**src/rtl/mhp_pkg.sv**
```systemverilog
// mhp_pkg: shared types, codes and layout helpers of the mac header parser
// no dependencies; imported by the output interface and every module of the block
`default_nettype none

package mhp_pkg;

  // frames longer than this many bytes are rejected
  localparam int unsigned MaxFrameBytes = 127;

  // frame control bit positions
  localparam int unsigned FcfSecBit  = 3;
  localparam int unsigned FcfCompBit = 6;

  // address mode codes
  localparam logic [1:0] AM_NONE  = 2'd0;
  localparam logic [1:0] AM_RSVD  = 2'd1;
  localparam logic [1:0] AM_SHORT = 2'd2;
  localparam logic [1:0] AM_EXT   = 2'd3;

  // key identifier mode codes
  localparam logic [1:0] KM_IMPLICIT = 2'd0;
  localparam logic [1:0] KM_INDEX    = 2'd1;
  localparam logic [1:0] KM_SRC4     = 2'd2;
  localparam logic [1:0] KM_SRC8     = 2'd3;

  typedef enum logic [1:0] {
    ST_OK          = 2'd0,
    ST_SECURED     = 2'd1,
    ST_MALFORMED   = 2'd2,
    ST_UNSUPPORTED = 2'd3
  } status_t;

  // byte index inside the addressing part of the header (at most 23)
  typedef logic [4:0] pos_t;

  localparam pos_t DpanAt = 5'd3;

  typedef struct packed {
    logic       has_dpan;
    logic       has_span;
    pos_t       dadr_at;
    logic [3:0] dlen;
    pos_t       span_at;
    pos_t       sadr_at;
    logic [3:0] slen;
    pos_t       hdr_end;
  } layout_t;

  // frame state after the current word has been taken in
  typedef struct packed {
    logic [7:0]  pos;
    logic [15:0] fcf;
    logic [7:0]  seq;
    logic [15:0] dpan;
    logic [63:0] daddr;
    logic [15:0] span;
    logic [63:0] saddr;
    logic [7:0]  sec_ctl;
    pos_t        hdr_end;
    status_t     verdict;
  } cap_t;

  typedef struct packed {
    status_t     status;
    logic [15:0] frame_control;
    logic [7:0]  sequence_number;
    logic [15:0] dest_pan;
    logic [63:0] dest_address;
    logic [15:0] src_pan;
    logic [63:0] src_address;
    logic [6:0]  payload_start;
    logic [6:0]  payload_length;
  } res_t;

  function automatic logic [3:0] addr_bytes(input logic [1:0] mode);
    logic [3:0] len;
    unique case (mode)
      AM_SHORT: len = 4'd2;
      AM_EXT:   len = 4'd8;
      default:  len = 4'd0;
    endcase
    return len;
  endfunction

  function automatic logic [3:0] key_id_len(input logic [1:0] kmode);
    logic [3:0] len;
    unique case (kmode)
      KM_INDEX: len = 4'd1;
      KM_SRC4:  len = 4'd5;
      KM_SRC8:  len = 4'd9;
      default:  len = 4'd0;
    endcase
    return len;
  endfunction

  function automatic layout_t make_layout(input logic [15:0] fcf);
    logic [1:0] dmode;
    logic [1:0] smode;
    logic       comp;
    pos_t       pos;
    layout_t    l;
    dmode      = fcf[11:10];
    smode      = fcf[15:14];
    comp       = fcf[FcfCompBit];
    l.has_dpan = (dmode != AM_NONE);
    pos        = DpanAt + (l.has_dpan ? 5'd2 : 5'd0);
    l.dadr_at  = pos;
    l.dlen     = l.has_dpan ? addr_bytes(dmode) : 4'd0;
    pos        = pos + {1'b0, l.dlen};
    l.has_span = (smode != AM_NONE) && !(comp && l.has_dpan);
    l.span_at  = pos;
    pos        = pos + (l.has_span ? 5'd2 : 5'd0);
    l.sadr_at  = pos;
    l.slen     = addr_bytes(smode);
    pos        = pos + {1'b0, l.slen};
    l.hdr_end  = pos;
    return l;
  endfunction

endpackage

`default_nettype wire

```
**src/rtl/mhp_frame_check.sv**
```systemverilog
// mhp_frame_check: end-of-frame checks, security header length and payload span
// depends on mhp_pkg for cap_t, res_t and layout helpers
`default_nettype none

module mhp_frame_check import mhp_pkg::*; #(
  parameter int unsigned MAX_FRAME_BYTES = MaxFrameBytes
) (
  input  cap_t cap,
  output res_t res
);

  logic [8:0] n;
  logic [8:0] hdr_total;
  logic [8:0] total;
  logic [8:0] body;
  logic       secured;
  logic       too_long;
  layout_t    lay;
  status_t    st;

  assign n         = {1'b0, cap.pos} + 9'd1;
  assign secured   = cap.fcf[FcfSecBit];
  assign hdr_total = {4'b0000, cap.hdr_end};
  assign too_long  = (cap.pos >= 8'(MAX_FRAME_BYTES));
  assign lay       = make_layout(cap.fcf);

  // auxiliary security header: control byte, frame counter, key identifier
  always_comb begin
    total = hdr_total;
    if (secured) begin
      total = hdr_total + 9'd1 + (cap.sec_ctl[5] ? 9'd0 : 9'd4)
              + {5'b00000, key_id_len(cap.sec_ctl[4:3])};
    end
  end

  assign body = n - total;

  always_comb begin
    if (too_long || cap.pos == 8'd0) begin
      st = ST_MALFORMED;
    end else if (cap.verdict != ST_OK) begin
      st = cap.verdict;
    end else if (n < hdr_total) begin
      st = ST_MALFORMED;
    end else if (secured && (n <= hdr_total || n < total)) begin
      st = ST_MALFORMED;
    end else if (total > 9'd127 || body > 9'd127) begin
      st = ST_MALFORMED;
    end else begin
      st = secured ? ST_SECURED : ST_OK;
    end
  end

  always_comb begin
    res               = '0;
    res.status        = st;
    res.frame_control = cap.fcf;
    if (st == ST_OK || st == ST_SECURED) begin
      res.sequence_number = cap.seq;
      res.dest_pan        = cap.dpan;
      res.dest_address    = cap.daddr;
      res.src_address     = cap.saddr;
      res.payload_start   = total[6:0];
      res.payload_length  = body[6:0];
      if (cap.fcf[15:14] != AM_NONE && cap.fcf[FcfCompBit] && lay.has_dpan) begin
        res.src_pan = cap.dpan;
      end else begin
        res.src_pan = cap.span;
      end
    end
  end

endmodule

`default_nettype wire

```
**config.mk**
```make
export PLATFORM = sky130hd
export DESIGN_NAME = mhp_frame_check
export DESIGN_NICKNAME = d
export VERILOG_FILES = /design/src/rtl/mhp_pkg.sv /design/src/rtl/mhp_frame_check.sv
export SDC_FILE = /design/constraint.sdc
export NUM_CORES = 1
export LEC_CHECK = 0
export ABC_CLOCK_PERIOD_IN_PS = 3800
export BUFFER_PORTS_ARGS = -buffer_cell sky130_fd_sc_hd__buf_2
export CAP_MARGIN = 20
export CORE_AREA = 2 2 157 159
export DETAILED_ROUTE_END_ITERATION = 8
export DIE_AREA = 0 0 159 161
export MAX_ROUTING_LAYER = met4
export SLEW_MARGIN = 20
export SYNTH_ARGS = -nofsm -noshare
export SYNTH_HDL_FRONTEND = slang
export SYNTH_SLANG_ARGS = --single-unit
```
**constraint.sdc**
```tcl
create_clock -name vclk -period 3.8
set_input_delay 0.57 -clock vclk [all_inputs]
set_output_delay 0.57 -clock vclk [all_outputs]
set_load 0.05 [all_outputs]
```
==> flow_summary.rst <==
.. list-table::
   :header-rows: 1

   * - Metric
     - Value
   * - Data arrival at the endpoint of the critical path
     - 3840 ps
   * - Wire length reported by the detailed router
     - 21.5 mm
   * - Worst slack after detailed placement
     - -822 ps
   * - Fin worst setup slack
     - -608 ps
   * - Maximum number of pins on one net before global-route repair
     - 85
   * - DRC violation count after routing
     - 0
   * - Ratio of cells with drive above 1 in the final layout
     - 84.4%
   * - Areal power density over the cells
     - 192 nW/um^2
   * - Crit Path Max Fanout
     - 16
   * - Placed cells
     - 1070
   * - Rel. slew slack
     - 37.2%
   * - First-pass GRT wire length
     - 30.0 mm
   * - Launch instance of the worst min-delay path
     - cap[188]
   * - Core utilization of the finished layout
     - 34.8%
   * - Period utilisation layout
     - 116%
   * - Total net switching power
     - 0.000911 W
   * - Detailed-router iteration count before antenna repair
     - 4
   * - Number of failing setup endpoints in the final timing report
     - 183
   * - Final Hold Viols
     - 0
   * - Initial core utilization
     - 11.3%
   * - Non-filler instance count after layout
     - 1096
   * - Via count
     - 4524
   * - Static leakage
     - 3.84 nW
   * - Placer congestion estimate
     - 0.839
   * - Share of the synthesized area in the top cell type
     - 39.3%
   * - Clkbuf count
     - 0
   * - Commonest non-fill, non-tap cell in the layout
     - buf_2
   * - # nets final
     - 999
   * - Number of pins exceeding their max-slew limit in the final report
     - 0
   * - DPL Wire Length
     - 16.3 mm
   * - Total Die Area
     - 25600 um^2
   * - Top library cells by usage in the layout, fill and taps aside
     - buf_2, buf_6, a21boi_2
   * - Die outline height
     - 161 um
   * - Post-synth cell types
     - 38
   * - FMAX
     - 227 MHz
   * - Switching part of the total power
     - 57.0%
   * - Vias in the first global route
     - 4669
   * - Number of ports placed on the die boundary
     - 407
   * - Area inside the core boundary
     - 24000 um^2
   * - Dominant cell type by area after synthesis
     - a21boi_1
   * - Via density per instance
     - 4.13
   * - Max-Cap Viols
     - 0
   * - All-Layer GR Usage
     - 15.6%
   * - Data required time of the critical path
     - 3230 ps
   * - Hold crit path type
     - in -> out
   * - Mean cell area of the mapped netlist
     - 7.33 um^2
   * - Cell Int Power
     - 0.000688 W
   * - Outcome
     - finished with violations
   * - Sequential-to-total area share from yosys stat
     - 0%
   * - Number of nets still failing antenna checks after routing
     - 0
   * - Unrepaired setup endpoints after global routing
     - true
   * - Portion of total power attributed to sequential cells
     - 0%
   * - Violation count after the first detailed-route iteration
     - 145
   * - Type of the worst setup path
     - in -> out
   * - CP startpoint
     - cap[10]
   * - Routed length per instance
     - 19.6 um
   * - Kind of start point of the critical path
     - input port
   * - Signed area change from the synthesized netlist to the final layout
     - 207%
   * - Clock network fraction of total power
     - 0%
   * - Synthesized instance count
     - 370
   * - Maximum vdd ir drop
     - 0.000128 V
   * - Violated checks
     - setup timing
   * - Site row count
     - 57
   * - Worst slew pin tran
     - 942 ps
   * - Initial antenna violation count
     - 5
   * - Cell area after technology mapping
     - 2710 um^2
   * - Number of input and output port buffers inserted
     - 381
   * - Warnings from Yosys
     - 0
   * - Worst setup EP type
     - output pin
   * - FFs & Latches
     - 0
   * - Comb pwr share
     - 100.0%
   * - Ranking of synthesized cells by area
     - a21boi_1, ha_1, buf_6
   * - Die extent in x
     - 159 um
   * - Final critical path time including I/O delays and setup
     - 4410 ps
   * - Synthesized Nets
     - 598
   * - Flip-flop and latch area
     - 0 um^2
   * - Overflow left after global routing
     - 0
-- synth_stat cells (all sizes together) --
| cell | instances |
|---|---|
| mux2i | 19 |
| xor2 | 4 |
| nor4 | 2 |
| a211oi | 2 |
| clkbuf | 24 |
| o21bai | 2 |
| fa | 2 |
| nor2 | 7 |
| nand2 | 5 |
| inv | 15 |
| a311oi | 1 |
| nor2b | 2 |
| o22ai | 1 |
| a31oi | 2 |
| nand3 | 6 |
| conb | 1 |
| and4 | 2 |
| a21boi | 154 |
| buf | 37 |
| or3 | 1 |
| and2 | 2 |
| o31a | 1 |
| o21ai | 4 |
| nand4 | 1 |
| nand2b | 3 |
| o211ai | 2 |
| o221ai | 1 |
| o21a | 1 |
| xnor2 | 8 |
| a21oi | 36 |
| a21o | 2 |
| ha | 19 |
| o31ai | 1 |
-- repair_timing --
action	4_1_cts	5_1_grt
resized for setup	501	46
pin swaps	19	34
buffers inserted	11	5
cloned	5	6
hold buffers	0	0
setup endpoints to repair	183	183
-- power by group through the flow --
stage / sequential [W] / clock (W) / combinational [W]
CTS: 0 / 0 / 0.00154
global route: 0 / 0.000000000106 / 0.00167
detailed placement: 0 / 0 / 0.00123
finish: 0 / 0.000000000106 / 0.00160
global placement: 0 / 0 / 0.00123
floorplan: 0 / 0 / 0.000853
-- metrics by stage --
stage	power [W]	area, um^2	hold slack (ps)	TNS, ps
2_1_floorplan	0.000853	3220	1310	-95740
3_3_place_gp	0.00123	5890	1140	-124310
3_5_place_dp	0.00123	5890	1140	-126190
4_1_cts	0.00154	7950	1140	-104050
5_1_grt	0.00167	8340	1140	-119110
6_report	0.00160	8340	1140	-98340
-- critical path, stage by stage --
cell and delay [ps]:
buf_6 90, nand2b_4 130, fa_2 540, inv_2 60
ha_4 170, xnor2_2 120, nor2_1 70, a21oi_2 180
ha_4 240, o21a_1 130, o31ai_4 70, a21oi_2 120
o31a_1 340, o211ai_4 180, buf_12 160, buf_16 160
buf_12 150, a21boi_1 80, buf_4 220
-- layout make-up --
| type | instances | area [um^2] |
|---|---|---|
| Antenna cell | 3 | 7.51 |
| Fill cell | 2455 | 15600 |
| Inverter | 15 | 56.3 |
| Multi-Input combinational cell | 294 | 3640 |
| Tap cell | 324 | 405 |
| Timing Repair Buffer | 460 | 4230 |
-- worst paths after layout --
kind                   end  slack [ps]  cells after the start
setup / recovery  res[155]        -610                     19
hold / removal    res[187]        1140                      0
-- routing by layer --
metal,vias up,wire (um),track usage (%)
met5,-,0,-
met4,0,397,2.93
met3,28,1390,2.75
met2,235,11100,28.0
met1,2130,8580,18.3
li1,2131,-,-
-- kinds of logic (layout without fill, tap and decap cells) --
| family | after synthesis | count (layout) | share of synthesized area, % |
|---|---|---|---|
| and+or+nand+nor | 31 | 31 | 6.18 |
| buffers and inverters | 76 | 475 | 17.9 |
| muxes | 19 | 19 | 7.01 |
| AOI/OAI and AO/OA | 210 | 210 | 54.6 |
| adders and majority gates | 21 | 21 | 10.2 |
| other | 1 | 4 | 0.138 |
| xor gates and xnor gates | 12 | 12 | 3.88 |
(Power assumes the default switching activity.)
