`src/rtl/mhp_pkg.sv`:
```
// mhp_pkg: shared types, codes and layout helpers of the mac header parser
// no dependencies; imported by the output interface and every module of the block
`default_nettype none

package mhp_pkg;

  // frames longer than this many bytes are rejected
  localparam int unsigned MaxFrameBytes = 127;

  // frame control bit positions
  localparam int unsigned FcfSecBit  = 3;
  localparam int unsigned FcfCompBit = 6;

  // address mode codes
  localparam logic [1:0] AM_NONE  = 2'd0;
  localparam logic [1:0] AM_RSVD  = 2'd1;
  localparam logic [1:0] AM_SHORT = 2'd2;
  localparam logic [1:0] AM_EXT   = 2'd3;

  // key identifier mode codes
  localparam logic [1:0] KM_IMPLICIT = 2'd0;
  localparam logic [1:0] KM_INDEX    = 2'd1;
  localparam logic [1:0] KM_SRC4     = 2'd2;
  localparam logic [1:0] KM_SRC8     = 2'd3;

  typedef enum logic [1:0] {
    ST_OK          = 2'd0,
    ST_SECURED     = 2'd1,
    ST_MALFORMED   = 2'd2,
    ST_UNSUPPORTED = 2'd3
  } status_t;

  // byte index inside the addressing part of the header (at most 23)
  typedef logic [4:0] pos_t;

  localparam pos_t DpanAt = 5'd3;

  typedef struct packed {
    logic       has_dpan;
    logic       has_span;
    pos_t       dadr_at;
    logic [3:0] dlen;
    pos_t       span_at;
    pos_t       sadr_at;
    logic [3:0] slen;
    pos_t       hdr_end;
  } layout_t;

  // frame state after the current word has been taken in
  typedef struct packed {
    logic [7:0]  pos;
    logic [15:0] fcf;
    logic [7:0]  seq;
    logic [15:0] dpan;
    logic [63:0] daddr;
    logic [15:0] span;
    logic [63:0] saddr;
    logic [7:0]  sec_ctl;
    pos_t        hdr_end;
    status_t     verdict;
  } cap_t;

  typedef struct packed {
    status_t     status;
    logic [15:0] frame_control;
    logic [7:0]  sequence_number;
    logic [15:0] dest_pan;
    logic [63:0] dest_address;
    logic [15:0] src_pan;
    logic [63:0] src_address;
    logic [6:0]  payload_start;
    logic [6:0]  payload_length;
  } res_t;

  function automatic logic [3:0] addr_bytes(input logic [1:0] mode);
    logic [3:0] len;
    unique case (mode)
      AM_SHORT: len = 4'd2;
      AM_EXT:   len = 4'd8;
      default:  len = 4'd0;
    endcase
    return len;
  endfunction

  function automatic logic [3:0] key_id_len(input logic [1:0] kmode);
    logic [3:0] len;
    unique case (kmode)
      KM_INDEX: len = 4'd1;
      KM_SRC4:  len = 4'd5;
      KM_SRC8:  len = 4'd9;
      default:  len = 4'd0;
    endcase
    return len;
  endfunction

  function automatic layout_t make_layout(input logic [15:0] fcf);
    logic [1:0] dmode;
    logic [1:0] smode;
    logic       comp;
    pos_t       pos;
    layout_t    l;
    dmode      = fcf[11:10];
    smode      = fcf[15:14];
    comp       = fcf[FcfCompBit];
    l.has_dpan = (dmode != AM_NONE);
    pos        = DpanAt + (l.has_dpan ? 5'd2 : 5'd0);
    l.dadr_at  = pos;
    l.dlen     = l.has_dpan ? addr_bytes(dmode) : 4'd0;
    pos        = pos + {1'b0, l.dlen};
    l.has_span = (smode != AM_NONE) && !(comp && l.has_dpan);
    l.span_at  = pos;
    pos        = pos + (l.has_span ? 5'd2 : 5'd0);
    l.sadr_at  = pos;
    l.slen     = addr_bytes(smode);
    pos        = pos + {1'b0, l.slen};
    l.hdr_end  = pos;
    return l;
  endfunction

endpackage

`default_nettype wire

```
`src/rtl/mhp_byte_capture.sv`:
```
// mhp_byte_capture: per-frame state, places each byte into its header field
// depends on mhp_pkg for layout helpers and the cap_t view
`default_nettype none

module mhp_byte_capture import mhp_pkg::*; (
  input  logic       clk,
  input  logic       rst,
  input  logic       step,
  input  logic [7:0] data_byte,
  input  logic       last_byte,
  output cap_t       cap
);

  logic [7:0]  byte_count;
  logic [15:0] fcf;
  logic [7:0]  seq;
  logic [15:0] dpan;
  logic [63:0] daddr;
  logic [15:0] span;
  logic [63:0] saddr;
  logic [7:0]  sec_ctl;
  pos_t        hdr_end;
  status_t     verdict;

  logic [7:0]  byte_count_next;
  logic [15:0] fcf_next;
  logic [7:0]  seq_next;
  logic [15:0] dpan_next;
  logic [63:0] daddr_next;
  logic [15:0] span_next;
  logic [63:0] saddr_next;
  logic [7:0]  sec_ctl_next;
  pos_t        hdr_end_next;
  status_t     verdict_next;

  layout_t     lay;
  layout_t     lay_new;
  logic [7:0]  p;
  logic [1:0]  dmode_new;
  logic [1:0]  smode_new;

  assign p               = byte_count;
  assign byte_count_next = (&byte_count) ? byte_count : byte_count + 8'd1;
  assign lay             = make_layout(fcf);
  assign lay_new         = make_layout(fcf_next);
  assign dmode_new       = fcf_next[11:10];
  assign smode_new       = fcf_next[15:14];

  always_comb begin
    fcf_next     = fcf;
    seq_next     = seq;
    dpan_next    = dpan;
    daddr_next   = daddr;
    span_next    = span;
    saddr_next   = saddr;
    sec_ctl_next = sec_ctl;
    hdr_end_next = hdr_end;
    verdict_next = verdict;
    if (p == 8'd0) begin
      fcf_next = {8'h00, data_byte};
    end else if (p == 8'd1) begin
      fcf_next = {data_byte, fcf[7:0]};
    end else begin
      if (p == 8'd2) begin
        seq_next = data_byte;
      end
      if (lay.has_dpan && p == {3'b000, DpanAt}) begin
        dpan_next[7:0] = data_byte;
      end
      if (lay.has_dpan && p == {3'b000, DpanAt} + 8'd1) begin
        dpan_next[15:8] = data_byte;
      end
      if (lay.has_span && p == {3'b000, lay.span_at}) begin
        span_next[7:0] = data_byte;
      end
      if (lay.has_span && p == {3'b000, lay.span_at} + 8'd1) begin
        span_next[15:8] = data_byte;
      end
      for (int k = 0; k < 8; k++) begin
        if (4'(k) < lay.dlen && p == {3'b000, lay.dadr_at} + 8'(k)) begin
          daddr_next[8*k +: 8] = data_byte;
        end
        if (4'(k) < lay.slen && p == {3'b000, lay.sadr_at} + 8'(k)) begin
          saddr_next[8*k +: 8] = data_byte;
        end
      end
      if (fcf[FcfSecBit] && p == {3'b000, lay.hdr_end}) begin
        sec_ctl_next = data_byte;
      end
    end
    // early verdict once the whole frame control word is known
    if (p == 8'd1) begin
      hdr_end_next = lay_new.hdr_end;
      if (dmode_new == AM_RSVD || smode_new == AM_RSVD) begin
        verdict_next = ST_MALFORMED;
      end else if (fcf_next[13] || fcf_next[9:8] != 2'b00) begin
        verdict_next = ST_UNSUPPORTED;
      end else begin
        verdict_next = ST_OK;
      end
    end
  end

  always_comb begin
    cap.pos     = p;
    cap.fcf     = fcf_next;
    cap.seq     = seq_next;
    cap.dpan    = dpan_next;
    cap.daddr   = daddr_next;
    cap.span    = span_next;
    cap.saddr   = saddr_next;
    cap.sec_ctl = sec_ctl_next;
    cap.hdr_end = hdr_end_next;
    cap.verdict = verdict_next;
  end

  // state clears after the last word so every frame starts from zero
  always_ff @(posedge clk) begin
    if (rst || (step && last_byte)) begin
      byte_count <= '0;
      fcf        <= '0;
      seq        <= '0;
      dpan       <= '0;
      daddr      <= '0;
      span       <= '0;
      saddr      <= '0;
      sec_ctl    <= '0;
      hdr_end    <= '0;
      verdict    <= ST_OK;
    end else if (step) begin
      byte_count <= byte_count_next;
      fcf        <= fcf_next;
      seq        <= seq_next;
      dpan       <= dpan_next;
      daddr      <= daddr_next;
      span       <= span_next;
      saddr      <= saddr_next;
      sec_ctl    <= sec_ctl_next;
      hdr_end    <= hdr_end_next;
      verdict    <= verdict_next;
    end
  end

endmodule

`default_nettype wire

```
`config.mk`:
```
export PLATFORM = sky130hd
export DESIGN_NAME = mhp_byte_capture
export DESIGN_NICKNAME = d
export VERILOG_FILES = /design/src/rtl/mhp_pkg.sv /design/src/rtl/mhp_byte_capture.sv
export SDC_FILE = /design/constraint.sdc
export NUM_CORES = 1
export LEC_CHECK = 0
export BUFFER_PORTS_ARGS = -buffer_cell sky130_fd_sc_hd__buf_4
export CAP_MARGIN = 20
export CELL_PAD_IN_SITES_DETAIL_PLACEMENT = 0
export CELL_PAD_IN_SITES_GLOBAL_PLACEMENT = 1
export CORE_UTILIZATION = 46
export DETAILED_ROUTE_END_ITERATION = 10
export PLACE_DENSITY = 0.88
export SYNTH_ARGS = -nofsm -noshare
export SYNTH_HDL_FRONTEND = slang
export SYNTH_SLANG_ARGS = --single-unit
```
`constraint.sdc`:
```
create_clock -name clk -period 8.7 [get_ports clk]
set_input_delay 0.435 -clock clk [delete_from_list [all_inputs] [get_ports clk]]
set_output_delay 0.435 -clock clk [all_outputs]
set_load 0.05 [all_outputs]
```
==> results of run 1 <==
[power breakdown]
| group | internal (mW) | leakage [nW] | switching (mW) |
|---|---|---|---|
| Clock | 0.631 | 0.390 | 0.403 |
| Combinational | 0.0512 | 4.31 | 0.149 |
| Sequential | 0.952 | 1.67 | 0.00793 |
[final timing paths]
check	startpoint	endpoint	depth (start not counted)
hold / removal	step	verdict[1]$_SDFFE_PP0P_	2
hold reg to reg	dpan[0]$_SDFFE_PP0P_	dpan[0]$_SDFFE_PP0P_	2
setup / recovery	byte_count[0]$_SDFFE_PP0P_	cap[5]	15
setup reg to reg	byte_count[0]$_SDFFE_PP0P_	hdr_end[3]$_SDFFE_PP0P_	14
[cells in the final DEF, fill, tap and decap left out, drive strengths merged, types with 6 or more instances in the layout]
master    n
nand3    19
dfxtp   207
xnor2    17
nand2b    6
nor3     10
mux2    185
nor4      9
a21oi    17
nor2    150
xor2     10
and3      7
inv      17
buf     223
clkbuf   29
nand4    10
a22oi     7
o21ai    11
mux2i   181
nand2   129
a32oi     6
nor2b     7
ha       16
[worst max-delay path: cells and delay by family (launching register included)]
family | cells | cell delay, ns
AOI/OAI and AO/OA | 2 | 0.36
buffers and inverters | 4 | 0.70
and+or+nand+nor | 3 | 0.83
xor gates and xnor gates | 1 | 0.15
adders and majority gates | 5 | 1.56
DFF | 1 | 0.81
[through the flow]
stage,util [%],instances
detailed placement,53.6,1619
finish,56.9,1660
floorplan,-,1162
CTS,56.9,1660
global route,56.9,1660
global placement,53.5,1618
[logic make-up (layout without fill, tap and decap cells)]
| family | after synthesis | count (layout) | synth area share, % |
|---|---|---|---|
| xor gates and xnor gates | 29 | 29 | 2.54 |
| DFF | 207 | 207 | 36.5 |
| adders and majority gates | 17 | 17 | 1.94 |
| AOI/OAI and AO/OA | 65 | 65 | 4.07 |
| muxes | 366 | 366 | 34.3 |
| buffers and inverters | 106 | 280 | 4.81 |
| and+or+nand+nor | 372 | 372 | 15.9 |
[sequential cells by signal (all words and copies together), names as in the netlist]
signal      count
fcf            16
dpan           16
saddr          64
span           16
byte_count      8
verdict         2
seq             8
hdr_end         5
sec_ctl         8
daddr          64
[area by class of cell]
cell class	count	share of cell area, %
Clock buffer	29	4.55
Clock inverter	12	1.25
Inverter	16	0.435
Multi-Input combinational cell	849	48.6
Sequential cell	207	30.0
Tap cell	324	2.94
Timing Repair Buffer	223	12.1
[routing by layer]
layer	routed length, um	part of all wire (%)
met5	0	0
met4	479	1.5
met3	1730	5.4
met2	15400	48
met1	14500	45
==> results_tabular.tex, run 1 <==
\begin{tabular}{lr}
\hline
Metric & Value \\
\hline
\multicolumn{2}{l}{\textbf{Run status}} \\
\quad Outcome & finished clean \\
\multicolumn{2}{l}{\textbf{Clock network}} \\
\quad Clk\_lat worst skew & 0.51 ns \\
\quad TritonCTS clock tree & yes \\
\quad Number of buffers created by CTS & 23 \\
\quad Clock transition at path regs & 0.06 ns \\
\quad Gates resized, CTS repair & 0 \\
\quad Post-CTS Setup Bufs & 0 \\
\quad Number of sinks driven by the clock tree & 207 \\
\quad Number of hold-repair buffers added at the cts stage & 0 \\
\quad Deepest clock path buffer count & 3 \\
\quad Maximum level of the CTS H-tree & 1 \\
\quad Clk root buf & clkbuf\_16 \\
\multicolumn{2}{l}{\textbf{Final layout}} \\
\quad Layout-stage area growth over the synthesis result & 21.3\% \\
\quad Nets@finish & 1349 \\
\quad Number of inserted diodes & 0 \\
\quad Reg area & 0.00414 mm\^{}2 \\
\quad Footprint of the multi-input gates & 0.00671 mm\^{}2 \\
\quad Layout filler cell count & 2187 \\
\quad Post-route cell area & 0.0138 mm\^{}2 \\
\quad Layout cell share with drive strength beyond 1 & 35.9\% \\
\multicolumn{2}{l}{\textbf{Yosys}} \\
\quad Synthesized netlist net count & 1191 \\
\quad Portion of synthesized cell area occupied by the leading cell type & 36.5\% \\
\quad Register area share after synthesis & 36.5\% \\
\quad Average size of a mapped cell & 9.78 um\^{}2 \\
\quad Total number of yosys warnings & 0 \\
\quad Most repeated cell in the gate-level netlist after synthesis & dfxtp\_1 \\
\quad Total standard cell area after synthesis & 0.0114 mm\^{}2 \\
\quad Most common library cells after synthesis & dfxtp\_1 (207), mux2\_2 (183), mux2i\_1 (181) \\
\quad Cell taking the most area after synthesis & dfxtp\_1 \\
\quad Register bit count reported by yosys & 207 \\
\quad Most used DFF post-synth & dfxtp\_1 \\
\quad Synth unique cells & 66 \\
\quad Share of synthesized registers carrying an async set or reset & 0\% \\
\quad Mapped Cells & 1162 \\
\quad Synth top area cells & dfxtp\_1 (36\%), mux2\_2 (18\%), mux2i\_1 (16\%) \\
\quad Number of flops mapped to enable cells by yosys & 0 \\
\multicolumn{2}{l}{\textbf{Place}} \\
\quad Pre-CTS setup slack & 3.88 ns \\
\quad HPWL reported at the end of detailed placement & 21400 um \\
\quad Number of buffer cells added on primary ports & 218 \\
\quad Post-detailed-placement cell area & 0.0130 mm\^{}2 \\
\quad Placer's final routability congestion estimate & 0.922 \\
\multicolumn{2}{l}{\textbf{STA}} \\
\quad Accumulated negative setup slack & 0 ns \\
\quad Final Hold Slack & 0.348 ns \\
\quad Worst Clk Skew & 0.0136 ns \\
\quad Hold Fails Final Rpt & 0 \\
\quad Endpoints failing setup & 0 \\
\quad Time the final worst path needs with I/O delays and setup & 5.36 ns \\
\quad Count of final max-slew check failures & 0 \\
\quad Post-route fraction of the period consumed by the critical path & 61.6\% \\
\quad Maximum clock rate & 186 MHz \\
\quad Unrepaired setup endpoints after global routing & false \\
\quad Slew HR & 39.3\% \\
\quad Worst path setup slack after routing & 3.34 ns \\
\quad Worst-margin pin slew & 0.904 ns \\
\multicolumn{2}{l}{\textbf{Worst setup path}} \\
\quad Most numerous cell on the critical path & ha\_1 \\
\quad Slack of the worst reg-to-reg path & 4.39 ns \\
\quad Worst endpoint data arrival time & 4.93 ns \\
\quad Cell chain of the critical path & inv\_1 -> ha\_1 -> or2\_0 -> nand3\_1 -> a22oi\_1 -> inv\_1 -> nand2\_1 -> ha\_1 -> inv\_1 -> ha\_1 -> ha\_1 -> fa\_1 -> xnor2\_1 -> o21ai\_0 -> buf\_4 \\
\quad Largest fanout on the critical path & 18 \\
\quad Element type at the critical path end & primary output \\
\quad Startpoint type of the worst setup path & flip-flop \\
\quad Crit Path Class & flip-flop to primary output \\
\quad Max stage delay cell, worst path & dfxtp\_1 \\
\quad Highest cell delay on the worst timing path & 0.81 ns \\
\quad Required arrival time at the worst endpoint & 8.27 ns \\
\multicolumn{2}{l}{\textbf{Die}} \\
\quad Die Span X & 159 um \\
\quad Initial Utilization & 46.9\% \\
\quad Core region area & 0.0242 mm\^{}2 \\
\quad Overall die height & 159 um \\
\quad Top-level I/O count & 219 \\
\quad Site row count & 57 \\
\quad Area of the die & 0.0253 mm\^{}2 \\
\multicolumn{2}{l}{\textbf{Power}} \\
\quad Total power divided by cell area & 159 mW/mm\^{}2 \\
\quad Peak supply drop & 0.000105 V \\
\quad Leakage power & 6.37 nW \\
\quad Post-layout total power & 2.19 mW \\
\multicolumn{2}{l}{\textbf{Global routing}} \\
\quad Global Route Usage Sum & 24.7\% \\
\quad Global routing met2 resource utilization & 42.0\% \\
\quad Most utilized layer in the global route result & met2 \\
\quad Global routing met1 resource utilization & 33.5\% \\
\quad Initial antenna violation count & 0 \\
\quad Met3 Usage GRT & 3.13\% \\
\quad Wire length of the first global-routing pass & 50300 um \\
\quad Global-route congestion overflow total & 0 \\
\quad Number of global-route vias before repair & 8962 \\
\quad Pin count of the biggest net entering global routing & 81 \\
\multicolumn{2}{l}{\textbf{Route}} \\
\quad Antenna viol nets, final & 0 \\
\quad Iter 0 DRT Violations & 643 \\
\quad Sum of routed wire length over all layers & 32100 um \\
\quad Post-DR wirelength/cell & 19.3 um \\
\quad Count of TritonRoute iterations in the first routing pass & 5 \\
\quad Via count & 9116 \\
\quad Ratio of routed vias to standard cells & 5.49 \\
\quad Number of design rule violations left after detail routing & 0 \\
\multicolumn{2}{l}{\textbf{Job}} \\
\quad Max-cap check violation count & 0 \\
\multicolumn{2}{l}{\textbf{Min path}} \\
\quad Worst Hold Class & input port to flip-flop \\
\hline
\end{tabular}
(Power assumes the default switching activity.)
==> run 2, diff against run 1 <==
--- a/config.mk
+++ b/config.mk
@@ -9,9 +9,9 @@
 export CAP_MARGIN = 20
 export CELL_PAD_IN_SITES_DETAIL_PLACEMENT = 0
 export CELL_PAD_IN_SITES_GLOBAL_PLACEMENT = 1
-export CORE_UTILIZATION = 46
+export CORE_UTILIZATION = 39
 export DETAILED_ROUTE_END_ITERATION = 10
-export PLACE_DENSITY = 0.88
+export PLACE_DENSITY = 0.79
 export SYNTH_ARGS = -nofsm -noshare
 export SYNTH_HDL_FRONTEND = slang
 export SYNTH_SLANG_ARGS = --single-unit
==> constraint.sdc (replaced) <==
create_clock -name clk -period 4.49 [get_ports clk]
set_input_delay 0.2245 -clock clk [delete_from_list [all_inputs] [get_ports clk]]
set_output_delay 0.2245 -clock clk [all_outputs]
set_load 0.05 [all_outputs]
==> run 2 against run 1 <==
  * Sequential power increased by 93%
  * Clock power increased by 95%
  * Hold slack got worse by 0.20 ns
  * Total power increased by 95%
  * Non-clock buffer count increased by 20
  * Cell count increased by 4.9%
  * Core utilization decreased by 7.8 points
  * Worst setup slack got worse by 3.1 ns
  * Highest routed layer unchanged
  * First-iteration DRC count decreased by 17%
==> results_tabular.tex, run 2 (synthesized netlist as in run 1, its figures left out) <==
\begin{tabular}{lr}
\hline
Metric & Value \\
\hline
\multicolumn{2}{l}{\textbf{Final layout}} \\
\quad Most common library cell in the layout ignoring fill and taps & buf\_4 \\
\quad Regs by FF count & daddr x64, saddr x64 \\
\quad Number of inserted diodes & 0 (unchanged) \\
\quad Nets@finish & 1370 (+1.6\%) \\
\quad Commonest cells after routing, fill and taps aside & buf\_4 (243), dfxtp\_1 (204), mux2\_2 (183), mux2i\_1 (181), nor2\_1 (143) \\
\quad Layout cell share with drive strength beyond 1 & 38.0\% (+2.1 points) \\
\quad Layout-stage area growth over the synthesis result & 24.0\% \\
\multicolumn{2}{l}{\textbf{Clock network}} \\
\quad Clk\_lat worst skew & 0.51 ns (about the same) \\
\quad Number of buffers created by CTS & 24 (+4.3\%) \\
\quad Number of sinks driven by the clock tree & 207 (unchanged) \\
\quad Clk root buf & clkbuf\_16 \\
\quad Maximum level of the CTS H-tree & 1 (unchanged) \\
\quad Clock transition at path regs & 0.07 ns (about the same) \\
\quad Number of hold-repair buffers added at the cts stage & 0 (unchanged) \\
\quad TritonCTS clock tree & yes \\
\quad Deepest clock path buffer count & 3 (unchanged) \\
\multicolumn{2}{l}{\textbf{Place}} \\
\quad HPWL reported at the end of detailed placement & 22400 um (+4.6\%) \\
\quad Number of buffer cells added on primary ports & 218 (unchanged) \\
\quad Placer's final routability congestion estimate & 0.884 (-4.1\%) \\
\quad Pre-CTS setup slack & 0.372 ns (-3.51 ns) \\
\multicolumn{2}{l}{\textbf{Die}} \\
\quad Overall die height & 173 um (+8.5\%) \\
\quad Die Span X & 173 um (+8.5\%) \\
\quad Initial Utilization & 39.6\% (-7.3 points) \\
\quad Area of the die & 0.0298 mm\^{}2 (+18\%) \\
\quad Site row count & 62 (+8.8\%) \\
\quad Top-level I/O count & 219 (unchanged) \\
\quad Core region area & 0.0287 mm\^{}2 (+18\%) \\
\multicolumn{2}{l}{\textbf{Job}} \\
\quad Max-cap check violation count & 0 (unchanged) \\
\multicolumn{2}{l}{\textbf{Global routing}} \\
\quad Global Route Usage Sum & 22.3\% (-2.4 points) \\
\quad Number of global-route vias before repair & 8926 (-0.40\%) \\
\quad Global-route congestion overflow total & 0 (unchanged) \\
\quad Wire length of the first global-routing pass & 52500 um (+4.5\%) \\
\quad Pin count of the biggest net entering global routing & 57 (-30\%) \\
\quad Initial antenna violation count & 0 (unchanged) \\
\multicolumn{2}{l}{\textbf{Run status}} \\
\quad Outcome & finished clean \\
\multicolumn{2}{l}{\textbf{STA}} \\
\quad Post-route fraction of the period consumed by the critical path & 95.6\% \\
\quad Hold Fails Final Rpt & 0 (unchanged) \\
\quad Worst Clk Skew & 0.0100 ns (-0.00359 ns) \\
\quad Count of final max-slew check failures & 0 (unchanged) \\
\quad Slew HR & 29.6\% (-9.7 points) \\
\quad Time the final worst path needs with I/O delays and setup & 4.29 ns \\
\quad Unrepaired setup endpoints after global routing & false \\
\quad Endpoints failing setup & 0 (unchanged) \\
\quad Worst path setup slack after routing & 0.199 ns (-3.14 ns) \\
\quad Maximum clock rate & 233 MHz \\
\quad Worst-margin pin slew & 1.05 ns (+0.147 ns) \\
\multicolumn{2}{l}{\textbf{Power}} \\
\quad Net switching component of the power & 1.10 mW (+96\%) \\
\quad Cell Int Power & 3.18 mW (+95\%) \\
\quad Leakage power & 6.50 nW (+2.1\%) \\
\quad Combinational share of power & 9.8\% (+0.7 points) \\
\quad Peak supply drop & 0.000171 V (+62\%) \\
\quad Share of power burned in registers & 43.3\% (-0.5 points) \\
\quad Switching power share of the total & 25.7\% (+0.15 points) \\
\quad Clock share of power & 46.9\% (-0.2 points) \\
\quad Post-layout total power & 4.28 mW (+95\%) \\
\quad Total power divided by cell area & 304 mW/mm\^{}2 (+91\%) \\
\multicolumn{2}{l}{\textbf{Worst setup path}} \\
\quad Cell chain of the critical path & or4\_1 -> nor4\_4 -> buf\_4 -> a22oi\_1 -> nand2\_1 -> ha\_1 -> inv\_1 -> ha\_1 -> ha\_1 -> fa\_1 -> xnor2\_2 -> o21ai\_4 -> buf\_4 \\
\quad Most numerous cell on the critical path & ha\_1 \\
\quad Highest cell delay on the worst timing path & 0.65 ns (-0.16 ns) \\
\quad Cell class contributing the biggest share of worst-path delay & adder cells \\
\quad Largest fanout on the critical path & 12 (-6) \\
\quad Sum of buffers and inverters on the critical path & 3 (-1) \\
\quad Reg2Reg Capture Point & sec\_ctl[1]\$\_SDFFE\_PP0P\_ \\
\quad Element type at the critical path end & primary output \\
\quad Crit Path Class & flip-flop to primary output \\
\quad Slack of the worst reg-to-reg path & 0.96 ns (-3.43 ns) \\
\quad Max stage delay cell, worst path & or4\_1 \\
\quad Required arrival time at the worst endpoint & 4.27 ns (-4.00 ns) \\
\quad Depth of the worst register-to-register path & 11 (-3) \\
\quad Startpoint type of the worst setup path & flip-flop \\
\quad RR Startpoint & fcf[11]\$\_SDFFE\_PP0P\_ \\
\quad Worst endpoint data arrival time & 4.07 ns (-0.86 ns) \\
\multicolumn{2}{l}{\textbf{Route}} \\
\quad Number of design rule violations left after detail routing & 0 (unchanged) \\
\quad Ratio of routed vias to standard cells & 5.25 (-4.3\%) \\
\quad Via count & 9148 (+0.35\%) \\
\quad Antenna viol nets, final & 0 (unchanged) \\
\quad Count of TritonRoute iterations in the first routing pass & 4 (-1) \\
\quad Sum of routed wire length over all layers & 34200 um (+6.5\%) \\
\quad Iter 0 DRT Violations & 534 (-17\%) \\
\quad Post-DR wirelength/cell & 19.6 um (+1.6\%) \\
\multicolumn{2}{l}{\textbf{Min path}} \\
\quad Worst Hold Launch & rst \\
\quad Worst Hold Class & input port to flip-flop \\
\quad Hold endpoint & byte\_count[6]\$\_SDFFE\_PP0P\_ \\
\quad Count of cells along the worst hold path & 3 (+1) \\
\hline
\end{tabular}
==> run 2: changes by cell type in the layout (fill, tap and decap cells not counted), sizes merged <==
cell,change
bufinv,-2
clkinvlp,-2
buf,+20
clkbuf,+5
==> run 2: routing by layer <==
| metal | vias to the layer above | share of wire (%) | wire length (um) | global-route usage [%] |
|---|---|---|---|---|
| met3 | 43 | 5.0 | 1720 | 3.52 |
| met1 | 4461 | 46 | 15600 | 29.5 |
| met2 | 247 | 48 | 16300 | 37.7 |
| met5 | - | 0 | 0 | 0 |
| met4 | 0 | 1.6 | 534 | 5.75 |
| li1 | 4397 | - | - | - |
==> run 2: worst reg2reg max path: cells and delay by family (launching register included) <==
family | cells | cell delay [ns]
adder cells (fa/ha/maj) | 4 | 1.07
AND/OR/NAND/NOR | 3 | 1.06
XOR/XNOR | 3 | 0.56
flip-flops | 1 | 0.44
multiplexers | 1 | 0.35
==> run 2: how the worst max path moves through the flow <==
stage / from / to / slack [ns] / cells past startpoint
after detailed placement: fcf[10]$_SDFFE_PP0P_ / cap[10] / 0.37 / 12
after CTS: fcf[10]$_SDFFE_PP0P_ / cap[62] / 0.02 / 13
after global routing: fcf[11]$_SDFFE_PP0P_ / cap[43] / 0.03 / 12
after global placement: fcf[10]$_SDFFE_PP0P_ / cap[9] / 0.54 / 12
after floorplan: byte_count[0]$_SDFFE_PP0P_ / cap[5] / -0.004 / 16
final: byte_count[7]$_SDFFE_PP0P_ / cap[5] / 0.20 / 13
==> run 2: through the flow <==
step | setup TNS (ns) | utilization, % | std cells | area, um^2 | hold WS, ns
after floorplan | -0.00372 | - | 1162 | 11400 | 0.429
after global placement | 0 | 46.1 | 1698 | 13200 | 0.438
after detailed placement | 0 | 46.1 | 1698 | 13200 | 0.444
after CTS | 0 | 48.9 | 1741 | 14000 | 0.115
after global routing | 0 | 49.1 | 1741 | 14100 | 0.133
final | 0 | 49.1 | 1741 | 14100 | 0.151
==> run 2: area by class of cell <==
cell class	count	area, um^2
Inverter	16	60.1
Fill cell	2756	14600
Timing Repair Buffer	243	1820
Clock buffer	34	719
Sequential cell	207	4150
Tap cell	384	480
Clock inverter	8	93.8
Multi-Input combinational cell	849	6770
==> run 2: power groups by stage <==
stage | logic, mW | clock network, mW | registers (mW)
2_1_floorplan | 0.283 | 0 | 1.90
3_3_place_gp | 0.412 | 0 | 1.89
3_5_place_dp | 0.413 | 0 | 1.89
4_1_cts | 0.414 | 2.06 | 1.85
5_1_grt | 0.444 | 2.12 | 1.85
6_report | 0.418 | 2.01 | 1.85
==> run 2: repair_timing <==
item                                    in CTS  in global routing
buffers inserted                             1                  0
endpoints found under the hold margin        0                  0
gates cloned                                 0                  0
pin swaps                                    1                  1
endpoints found under the setup margin      27                 60
resized for setup                            1                 11
